## src/hw/rtl/mmf_pkg.sv

```systemverilog
// Shared types and constants of the running median filter.
package mmf_pkg;

  // Width of the window size write data.
  localparam int unsigned CFG_BITS = 5;

  // Window size after reset, before clamping to the cell count.
  localparam int unsigned RESET_WINDOW = 9;

  // Flags a cell hands right; gt also goes to the left neighbor.
  typedef struct packed {
    logic gt;    // stored value is greater than the incoming sample
    logic gone;  // the slot being replaced sits at or left of this cell
  } cell_flags_t;

endpackage

```

## src/hw/rtl/moving_median_filter_core.sv

```systemverilog
// Top level of the running median filter: sorted cell row plus median output stage.
//
// Running median over the last window_size samples (1 to MAX_WINDOW). The window
// lives in a row of MAX_WINDOW cells kept in ascending order; each accepted sample
// replaces the oldest entry and is sorted into place at the accepting edge, so the
// filter sustains one sample per clock while the output is not stalled. The result,
// twice the median, is registered after the cell row: the accepting edge writes the
// cell row, and a later edge, once the output register is free or being drained,
// loads the middle-value select and add into it. A window_size write clamps the
// value to 1..MAX_WINDOW and clears the window to zeros in the same cycle; write it
// only while no sample is in flight. The configuration port is always ready.
module moving_median_filter_core #(
  parameter int unsigned MAX_WINDOW  = 16,
  parameter int unsigned SAMPLE_BITS = 16
) (
  input  logic                                 clk_i,
  input  logic                                 rst_ni,
  input  logic                                 cfg_valid_i,
  output logic                                 cfg_ready_o,
  input  logic        [mmf_pkg::CFG_BITS-1:0]  window_size_i,
  input  logic                                 sample_valid_i,
  output logic                                 sample_ready_o,
  input  logic signed [SAMPLE_BITS-1:0]        sample_i,
  output logic                                 median_valid_o,
  input  logic                                 median_ready_i,
  output logic signed [SAMPLE_BITS:0]          median_twice_o
);

  localparam int unsigned SizeBits = $clog2(MAX_WINDOW + 1);
  localparam int unsigned TagBits  = (MAX_WINDOW > 1) ? $clog2(MAX_WINDOW) : 1;
  localparam int unsigned CmpBits  = (SizeBits > mmf_pkg::CFG_BITS) ?
                                     SizeBits : mmf_pkg::CFG_BITS;
  localparam int unsigned ResetSize = (mmf_pkg::RESET_WINDOW > MAX_WINDOW) ?
                                      MAX_WINDOW : mmf_pkg::RESET_WINDOW;

  logic                          cfg_fire;
  logic                          in_fire;
  logic                          out_adv;
  logic [SizeBits-1:0]           size_q, size_d;
  logic [CmpBits-1:0]            cfg_ext;
  logic [TagBits-1:0]            wp_q, wp_d;
  logic                          pend_q, pend_d;
  logic                          out_valid_q;
  logic signed [SAMPLE_BITS:0]   out_q;
  logic [SizeBits-1:0]           half;
  logic signed [SAMPLE_BITS-1:0] hi_val, lo_val;
  logic signed [SAMPLE_BITS:0]   twice;

  logic signed [SAMPLE_BITS-1:0] cell_val   [MAX_WINDOW];
  logic        [TagBits-1:0]     cell_tag   [MAX_WINDOW];
  mmf_pkg::cell_flags_t          cell_flags [MAX_WINDOW];

  // Handshakes: a stage advances when the output register is free or being drained.
  assign cfg_ready_o    = 1'b1;
  assign cfg_fire       = cfg_valid_i;
  assign out_adv        = !out_valid_q || median_ready_i;
  assign sample_ready_o = !pend_q || out_adv;
  assign in_fire        = sample_valid_i && sample_ready_o;

  // Clamp the written window size to 1..MAX_WINDOW.
  assign cfg_ext = CmpBits'(window_size_i);
  always_comb begin
    priority if (cfg_ext == '0) begin
      size_d = SizeBits'(1);
    end else if (cfg_ext > CmpBits'(MAX_WINDOW)) begin
      size_d = SizeBits'(MAX_WINDOW);
    end else begin
      size_d = SizeBits'(cfg_ext);
    end
  end

  // Advance the write slot, wrapping at the window size.
  assign wp_d = (SizeBits'(wp_q) + SizeBits'(1) == size_q) ? '0 : wp_q + TagBits'(1);

  always_ff @(posedge clk_i or negedge rst_ni) begin
    if (!rst_ni) begin
      size_q <= SizeBits'(ResetSize);
      wp_q   <= '0;
    end else if (cfg_fire) begin
      size_q <= size_d;
      wp_q   <= '0;
    end else if (in_fire) begin
      wp_q   <= wp_d;
    end
  end

  // Row of sorting cells.
  for (genvar i = 0; i < MAX_WINDOW; i++) begin : g_cell
    logic signed [SAMPLE_BITS-1:0] l_val, r_val;
    logic        [TagBits-1:0]     l_tag, r_tag;
    mmf_pkg::cell_flags_t          l_flags;
    logic                          r_gt;
    logic                          active;
    logic                          last;

    assign active = SizeBits'(i) < size_q;
    assign last   = SizeBits'(i + 1) == size_q;

    if (i == 0) begin : g_first
      assign l_val   = '0;
      assign l_tag   = '0;
      assign l_flags = '0;
    end else begin : g_inner_l
      assign l_val   = cell_val[i-1];
      assign l_tag   = cell_tag[i-1];
      assign l_flags = cell_flags[i-1];
    end

    if (i == MAX_WINDOW - 1) begin : g_last
      assign r_val = '0;
      assign r_tag = '0;
      assign r_gt  = 1'b1;
    end else begin : g_inner_r
      assign r_val = cell_val[i+1];
      assign r_tag = cell_tag[i+1];
      assign r_gt  = last || cell_flags[i+1].gt;
    end

    mmf_cell #(
      .SAMPLE_BITS (SAMPLE_BITS),
      .TAG_BITS    (TagBits),
      .TAG_INIT    (i)
    ) u_cell (
      .clk_i        (clk_i),
      .rst_ni       (rst_ni),
      .clear_i      (cfg_fire),
      .load_i       (in_fire),
      .active_i     (active),
      .sample_i     (sample_i),
      .slot_i       (wp_q),
      .left_val_i   (l_val),
      .left_tag_i   (l_tag),
      .left_flags_i (l_flags),
      .right_val_i  (r_val),
      .right_tag_i  (r_tag),
      .right_gt_i   (r_gt),
      .val_o        (cell_val[i]),
      .tag_o        (cell_tag[i]),
      .flags_o      (cell_flags[i])
    );
  end

  // Pick the middle value(s) from the row.
  assign half = size_q >> 1;
  always_comb begin
    hi_val = '0;
    lo_val = '0;
    for (int i = 0; i < MAX_WINDOW; i++) begin
      hi_val = hi_val | (cell_val[i] & {SAMPLE_BITS{SizeBits'(i) == half}});
      lo_val = lo_val | (cell_val[i] & {SAMPLE_BITS{SizeBits'(i + 1) == half}});
    end
  end

  // Odd size doubles the middle value, even size adds the two middle values.
  assign twice = size_q[0] ? {hi_val, 1'b0} :
                 ({hi_val[SAMPLE_BITS-1], hi_val} + {lo_val[SAMPLE_BITS-1], lo_val});

  // Track a sorted row whose median is still owed, then hold the result beat.
  assign pend_d = in_fire || (pend_q && !out_adv);

  always_ff @(posedge clk_i or negedge rst_ni) begin
    if (!rst_ni) begin
      pend_q      <= 1'b0;
      out_valid_q <= 1'b0;
    end else begin
      pend_q <= pend_d;
      if (out_adv) begin
        out_valid_q <= pend_q;
      end
    end
  end

  always_ff @(posedge clk_i) begin
    if (out_adv && pend_q) begin
      out_q <= twice;
    end
  end

  assign median_valid_o = out_valid_q;
  assign median_twice_o = out_q;

endmodule

```

## src/hw/rtl/mmf_cell.sv

```systemverilog
// One cell of the sorted row: holds one window value and the slot it came from.
module mmf_cell #(
  parameter int unsigned SAMPLE_BITS = 16,
  parameter int unsigned TAG_BITS    = 4,
  parameter int unsigned TAG_INIT    = 0
) (
  input  logic                          clk_i,
  input  logic                          rst_ni,
  input  logic                          clear_i,
  input  logic                          load_i,
  input  logic                          active_i,
  input  logic signed [SAMPLE_BITS-1:0] sample_i,
  input  logic        [TAG_BITS-1:0]    slot_i,
  input  logic signed [SAMPLE_BITS-1:0] left_val_i,
  input  logic        [TAG_BITS-1:0]    left_tag_i,
  input  mmf_pkg::cell_flags_t          left_flags_i,
  input  logic signed [SAMPLE_BITS-1:0] right_val_i,
  input  logic        [TAG_BITS-1:0]    right_tag_i,
  input  logic                          right_gt_i,
  output logic signed [SAMPLE_BITS-1:0] val_o,
  output logic        [TAG_BITS-1:0]    tag_o,
  output mmf_pkg::cell_flags_t          flags_o
);

  logic signed [SAMPLE_BITS-1:0] val_q, val_d;
  logic        [TAG_BITS-1:0]    tag_q, tag_d;
  logic                          own_gt;
  logic                          own_hit;
  logic                          shifted;
  logic                          self_gt;
  logic signed [SAMPLE_BITS-1:0] self_val;
  logic        [TAG_BITS-1:0]    self_tag;
  logic                          side_gt;
  logic signed [SAMPLE_BITS-1:0] side_val;
  logic        [TAG_BITS-1:0]    side_tag;

  // Compare against the new sample and spot the slot being replaced.
  assign own_gt  = val_q > sample_i;
  assign own_hit = active_i && (tag_q == slot_i);
  assign shifted = left_flags_i.gone || own_hit;

  // Close the gap: once the dropped entry lies at or left of here, pull from the right.
  assign self_gt  = shifted ? right_gt_i  : own_gt;
  assign self_val = shifted ? right_val_i : val_q;
  assign self_tag = shifted ? right_tag_i : tag_q;

  // The element that ends up just left of this place after the drop.
  assign side_gt  = left_flags_i.gone ? own_gt : left_flags_i.gt;
  assign side_val = left_flags_i.gone ? val_q  : left_val_i;
  assign side_tag = left_flags_i.gone ? tag_q  : left_tag_i;

  // Insert the new sample where the order breaks, shift larger values right.
  always_comb begin
    val_d = val_q;
    tag_d = tag_q;
    if (load_i && active_i) begin
      if (!self_gt) begin
        val_d = self_val;
        tag_d = self_tag;
      end else if (!side_gt) begin
        val_d = sample_i;
        tag_d = slot_i;
      end else begin
        val_d = side_val;
        tag_d = side_tag;
      end
    end
  end

  // Hold the entry; clear it to zero in its home slot.
  always_ff @(posedge clk_i or negedge rst_ni) begin
    if (!rst_ni) begin
      val_q <= '0;
      tag_q <= TAG_BITS'(TAG_INIT);
    end else if (clear_i) begin
      val_q <= '0;
      tag_q <= TAG_BITS'(TAG_INIT);
    end else begin
      val_q <= val_d;
      tag_q <= tag_d;
    end
  end

  assign val_o        = val_q;
  assign tag_o        = tag_q;
  assign flags_o.gt   = own_gt;
  assign flags_o.gone = shifted;

endmodule

```

## config.mk

```make
export PLATFORM = sky130hd
export DESIGN_NAME = moving_median_filter_core
export DESIGN_NICKNAME = d
export VERILOG_FILES = /design/src/hw/rtl/mmf_pkg.sv /design/src/hw/rtl/moving_median_filter_core.sv /design/src/hw/rtl/mmf_cell.sv
export SDC_FILE = /design/constraint.sdc
export NUM_CORES = 2
export LEC_CHECK = 0
export ABC_AREA = 1
export BUFFER_PORTS_ARGS = -buffer_cell sky130_fd_sc_hd__buf_2
export CORE_ASPECT_RATIO = 0.9
export CORE_MARGIN = 2
export CORE_UTILIZATION = 59
export DETAILED_ROUTE_END_ITERATION = 10
export PLACE_DENSITY = 0.9
export SETUP_SLACK_MARGIN = 0.1
export SLEW_MARGIN = 15
export SYNTH_ARGS = -nofsm -noshare
export SYNTH_HDL_FRONTEND = slang
export SYNTH_SLANG_ARGS = --single-unit
```

## constraint.sdc

```tcl
create_clock -name clk_i -period 3.78 [get_ports clk_i]
set_input_delay 0.378 -clock clk_i [delete_from_list [all_inputs] [get_ports clk_i]]
set_output_delay 0.378 -clock clk_i [all_outputs]
set_load 0.05 [all_outputs]
```

==> summary.md, run 1 <==
| Metric | Value |
|---|---|
| Status | `did not finish` |
| Halt Stage | `global routing (5_1_grt)` |
| Stop Error | `[ERROR GRT-0116] Global routing finished with congestion. Check the congestion regions in the DRC Viewer.` |
| Number of global-route vias before repair | `43,300` |
| Clk sink count | `348` |
| Initial Utilization | `60.0%` |
| Post-synth EDFFs | `17` |
| # IOs | `between 40 and 50` |
| Total Routing Usage GR | `66.4%` |
| DIE HEIGHT | `roughly 230 µm` |
| FP Rows | `82` |
| Root Driver | `clkbuf_16` |
| Number of synthesized register bits | `348` |
| Synthesized cell area | `roughly 0.034 mm²` |
| Congestion Overflow GR | `56` |
| Ys flop type | `dfrtp_1` |
| Mean Syn Cell Area | `6.48 µm²` |
| Largest net degree at the start of global routing | `108` |
| Port Buffers | `between 40 and 50` |
| Final Wtd Congestion | `1.64` |
| Cts bufs inserted | `43` |
| Clock buffer depth | `3` |
| Yosys cell types | `between 60 and 70` |
| H-tree Lvls | `2` |
| Post-Syn Instances | `5,180` |
| First-pass GRT wire length | `just under 300,000 µm` |
| DP HPWL | `126,000 µm` |
| Syn. warnings | `0` |
| Syn nets | `roughly 5,500` |
| FFs w/ async S/R, synth | `95.1%` |
| Die span in x | `around 260 µm` |
| Sequential fraction of the synthesis area | `26.3%` |
[logic make-up after synthesis]
family          share of synthesized area [%]
compound gates                           25.1
xor+xnor                                 1.12
fa+ha+maj                                10.2
buf+inv                                  9.59
flops                                    26.3
other cells                            0.0112
simple gates                             27.6
[cells in the mapped netlist (all sizes together) (19+ instances only)]
master | count | area (µm²)
nand3 | 238 | 1220
dfstp | 34 | 893
o211ai | 90 | 676
xor2 | 25 | 219
ha | 273 | 3420
dfrtp | 297 | 7430
or2 | 30 | 188
a31oi | 19 | 134
clkinv | 33 | 124
o22ai | 150 | 938
clkbuf | 211 | 793
a21oi | 318 | 1590
a221oi | 96 | 841
nor2 | 223 | 950
inv | 496 | 1860
nand2 | 1623 | 6140
nor3 | 22 | 110
nand4 | 67 | 528
buf | 78 | 440
o21ai | 731 | 3660
[through the flow]
step	area [µm²]	setup slack, ps	cells	setup TNS (ps)
detailed placement	36300	-319	6012	-1340
CTS	38200	-27.4	6123	-27.4
global placement	36300	-113	6012	-337
floorplan	33700	94.1	5180	0
[timing repair]
item | CTS
setup endpoints to repair | 19
pin swaps | 30
hold buffers | 1
resized for setup | 68
gates cloned | 0
setup buffers | 30
hold endpoints to repair | 96
[per-layer routing]
metal / GRT overflow / GRT usage [%]
met2: 17 / 77.9
met3: 6 / 59.4
met5: 3 / 32.7
met1: 5 / 69.0
met4: 25 / 54.1
==> run 2, diff against run 1 <==
Settings changed: CORE_ASPECT_RATIO 0.9 to default, CORE_UTILIZATION 59 to 40, PLACE_DENSITY 0.9 to default, PLACE_DENSITY_LB_ADDON from default to 0.15, SETUP_SLACK_MARGIN 0.1 to default.
Clock period 3.78 ns to 4.9 ns, I/O delays scaled along.
==> run 2 against run 1 <==
The run now ends clean; synthesized area unchanged; synthesized cell count unchanged.
==> summary.md, run 2 <==
| Metric | Value |
|---|---|
| First-pass GRT wire length | `slightly above 300,000 µm` |
| Port Buffers | `44 (unchanged)` |
| Die span in x | `294 µm (was 255 µm)` |
| Cts bufs inserted | `47 (was 43)` |
| HP Class | `in2reg` |
| Syn. warnings | `0 (unchanged)` |
| Max Slew Vio Count | `0` |
| Status | `finished, final reports clean (was did not finish)` |
| Detail Route met2 WL | `83,600 µm` |
| FP Rows | `106 (was 82)` |
| Dominant cells by area after synthesis | `dfrtp_1 22%, nand2_1 18%, ha_1 10% (unchanged)` |
| Post-Syn Instances | `5,180 (unchanged)` |
| Layout cells sized above 1 | `between 10% and 20%` |
| Synthesis-to-finish area growth | `13.7%` |
| # IOs | `46 (unchanged)` |
| Top cell type by total area after synthesis | `dfrtp_1 (unchanged)` |
| Flop2flop setup slack | `around 270 ps` |
| Final worst-path setup slack | `266 ps` |
| DP HPWL | `177,000 µm (was 126,000 µm)` |
| Max-cap violations | `0` |
| Number of synthesized register bits | `348 (unchanged)` |
| Max stage delay cell, worst path | `dfrtp_1` |
| Post-route ant nets | `0` |
| Max reg flops | `256` |
| Count leader, synth | `nand2_1 (unchanged)` |
| Final Wtd Congestion | `1.14 (was 1.64)` |
| Slew headroom | `20.7%` |
| Number of remaining DRC errors | `0` |
| Post-CTS setup buffers | `0 (was 30)` |
| # setup viols final | `0` |
| Post-synth EDFFs | `17 (unchanged)` |
| Met3 routed WL | `33,400 µm` |
| Crit start category | `flip-flop` |
| Die ar. | `approximately 0.086 mm²` |
| FFs w/ async S/R, synth | `95.1% (unchanged)` |
| Avg Vias per Cell | `6.46` |
| Fin nets | `around 5,600` |
| CTS tree | `yes` |
| Post-synth top cells | `1,609 x nand2_1, 634 x o21ai_0, 474 x inv_1, 318 x a21oi_1, 297 x dfrtp_1 (unchanged)` |
| Wire per inst | `~35 µm` |
| CP Max Fanout | `35` |
| DRT iter0 DRCs | `~7,300` |
| Fmax | `roughly 0.22 GHz` |
| Post-Layout Cell Count | `6,430` |
| Clock Pin Slew Worst Setup and Hold Paths | `approximately 60 ps` |
| Core Footprint | `roughly 0.083 mm²` |
| Worst setup EP type | `flip-flop` |
| Largest stage delay, worst path | `460 ps` |
| Initial Utilization | `40.3% (was 60.0%)` |
| Routed length on met1 | `approximately 90,000 µm` |
| Worst EP arrival | `a little over 5000 ps` |
| Clk sink count | `348 (unchanged)` |
| Mean Syn Cell Area | `6.48 µm² (unchanged)` |
| Critical Path RT | `5360 ps` |
| Tmin final | `4630 ps` |
| Clock Latency Late Sink | `630 ps` |
| Most frequent cells in the layout | `1,608 x nand2_1, 628 x o21ai_0, 472 x inv_1, 316 x a21oi_1, 300 x buf_4` |
| Total Routing Usage GR | `slightly above 50%` |
| Clock buffer depth | `3 (unchanged)` |
| Final wirelength | `roughly 220,000 µm` |
| Pre-CTS WS | `107 ps (was -319 ps)` |
| Delay-heaviest family, CP | `simple AND/OR/NAND/NOR gates` |
| Root Driver | `clkbuf_16 (unchanged)` |
| Detailed Routing Iterations Pass 1 | `7` |
| WP buf/inv | `2` |
| Number of antenna violations at the first check in global routing | `28` |
| Syn nets | `5,480 (unchanged)` |
| Congestion Overflow GR | `0` |
| Number of global-route vias before repair | `37,200` |
| Sequential fraction of the synthesis area | `26.3% (unchanged)` |
| Ys flop type | `dfrtp_1 (unchanged)` |
| Fin crit share | `94.6%` |
| Largest net degree at the start of global routing | `100` |
| RSZ-0062 raised after global routing | `no` |
| DIE HEIGHT | `294 µm (was 230 µm)` |
| Cell Chain, Critical Path | `nor2_4, nand2_1, buf_4, nand3_2, nand4_4, nor2_8, nand4_4, nor2_2, nand4_1, nor2_4, nand4_2, nand2_2, buf_4, nand2_1, nand3_1, o21ai_1` |
| Synthesized cell area | `0.0336 mm² (unchanged)` |
| Hold slack | `92.9 ps` |
| Post-synth top area share | `22.1% (unchanged)` |
| Commonest non-fill, non-tap cell in the layout | `nand2_1` |
| Cells after DPL | `6,331 (was 6,012)` |
| Yosys cell types | `66 (unchanged)` |
| Final setup TNS | `0 ps` |
| Layout Skew | `32.2 ps` |
| H-tree Lvls | `2 (unchanged)` |
| Hold Vio Cnt, Final | `0` |
| Worst Tran Pin Value | `1180 ps` |
| Setup CP Type | `reg2reg` |
| Top routing layer used | `met5` |
| Via count | `41,600` |
run 2: cell type report:
type,instances,area [µm²]
timing repair buffer,361,2810
clock buffer,70,1360
clock inverter,17,204
fill,8871,45300
inverter,529,1990
sequential,348,8840
tap,1080,1350
multi-input combinational,4014,21600
antenna,11,27.5
run 2: path summary, 6_finish.rpt:
path	startpoint	end	cells after the start
setup / recovery	size_q[4]	g_cell[15].u_cell.val_o[0]	16
hold / removal	sample_valid_i	pend_q	3
setup reg to reg	size_q[4]	g_cell[15].u_cell.val_o[0]	16
hold reg to reg	g_cell[0].u_cell.val_o[0]	g_cell[0].u_cell.val_o[0]	2
max in group asynchronous	rst_ni	g_cell[5].u_cell.val_o[8]	3
min in group asynchronous	rst_ni	g_cell[9].u_cell.tag_o[1]	2
run 2: stage by stage:
stage          area [µm²]  utilization, %
6_report            38200            45.8
5_1_grt             38100            45.7
4_1_cts             38100            45.7
3_5_place_dp        36500            43.8
3_3_place_gp        36500            43.8
2_1_floorplan       33600               -
run 2: layer usage:
layer,vias up,GRT usage [%]
met1,19700,69.4
met3,642,18.2
met2,3276,66.9
met5,-,0
met4,16,30.4
li1,17900,-
run 2: logic make-up after synthesis:
logic type / after synthesis / synth area share, %
AOI/OAI and AO/OA: 1475 / 25.1
xor gates and xnor gates: 43 / 1.12
other: 1 / 0.0112
and+or+nand+nor: 2221 / 27.6
adders and majority gates: 274 / 10.2
buffers and inverters: 818 / 9.59
DFF: 348 / 26.3
run 2: worst min-delay path: stages:
cell	delay, ps
buf_2	90
inv_1	30
nand2_1	50
run 2: timing repair:
| action | in CTS | in global routing |
|---|---|---|
| setup endpoints to repair | 0 | 6 |
| resized for setup | 0 | 14 |
| hold endpoints to repair | 67 | 0 |
| hold buffers | 1 | 0 |
Power of run 2 is left out: the tool's default activity adds up to more than one toggle a clock period on the data nets, which glitch-free logic cannot reach.
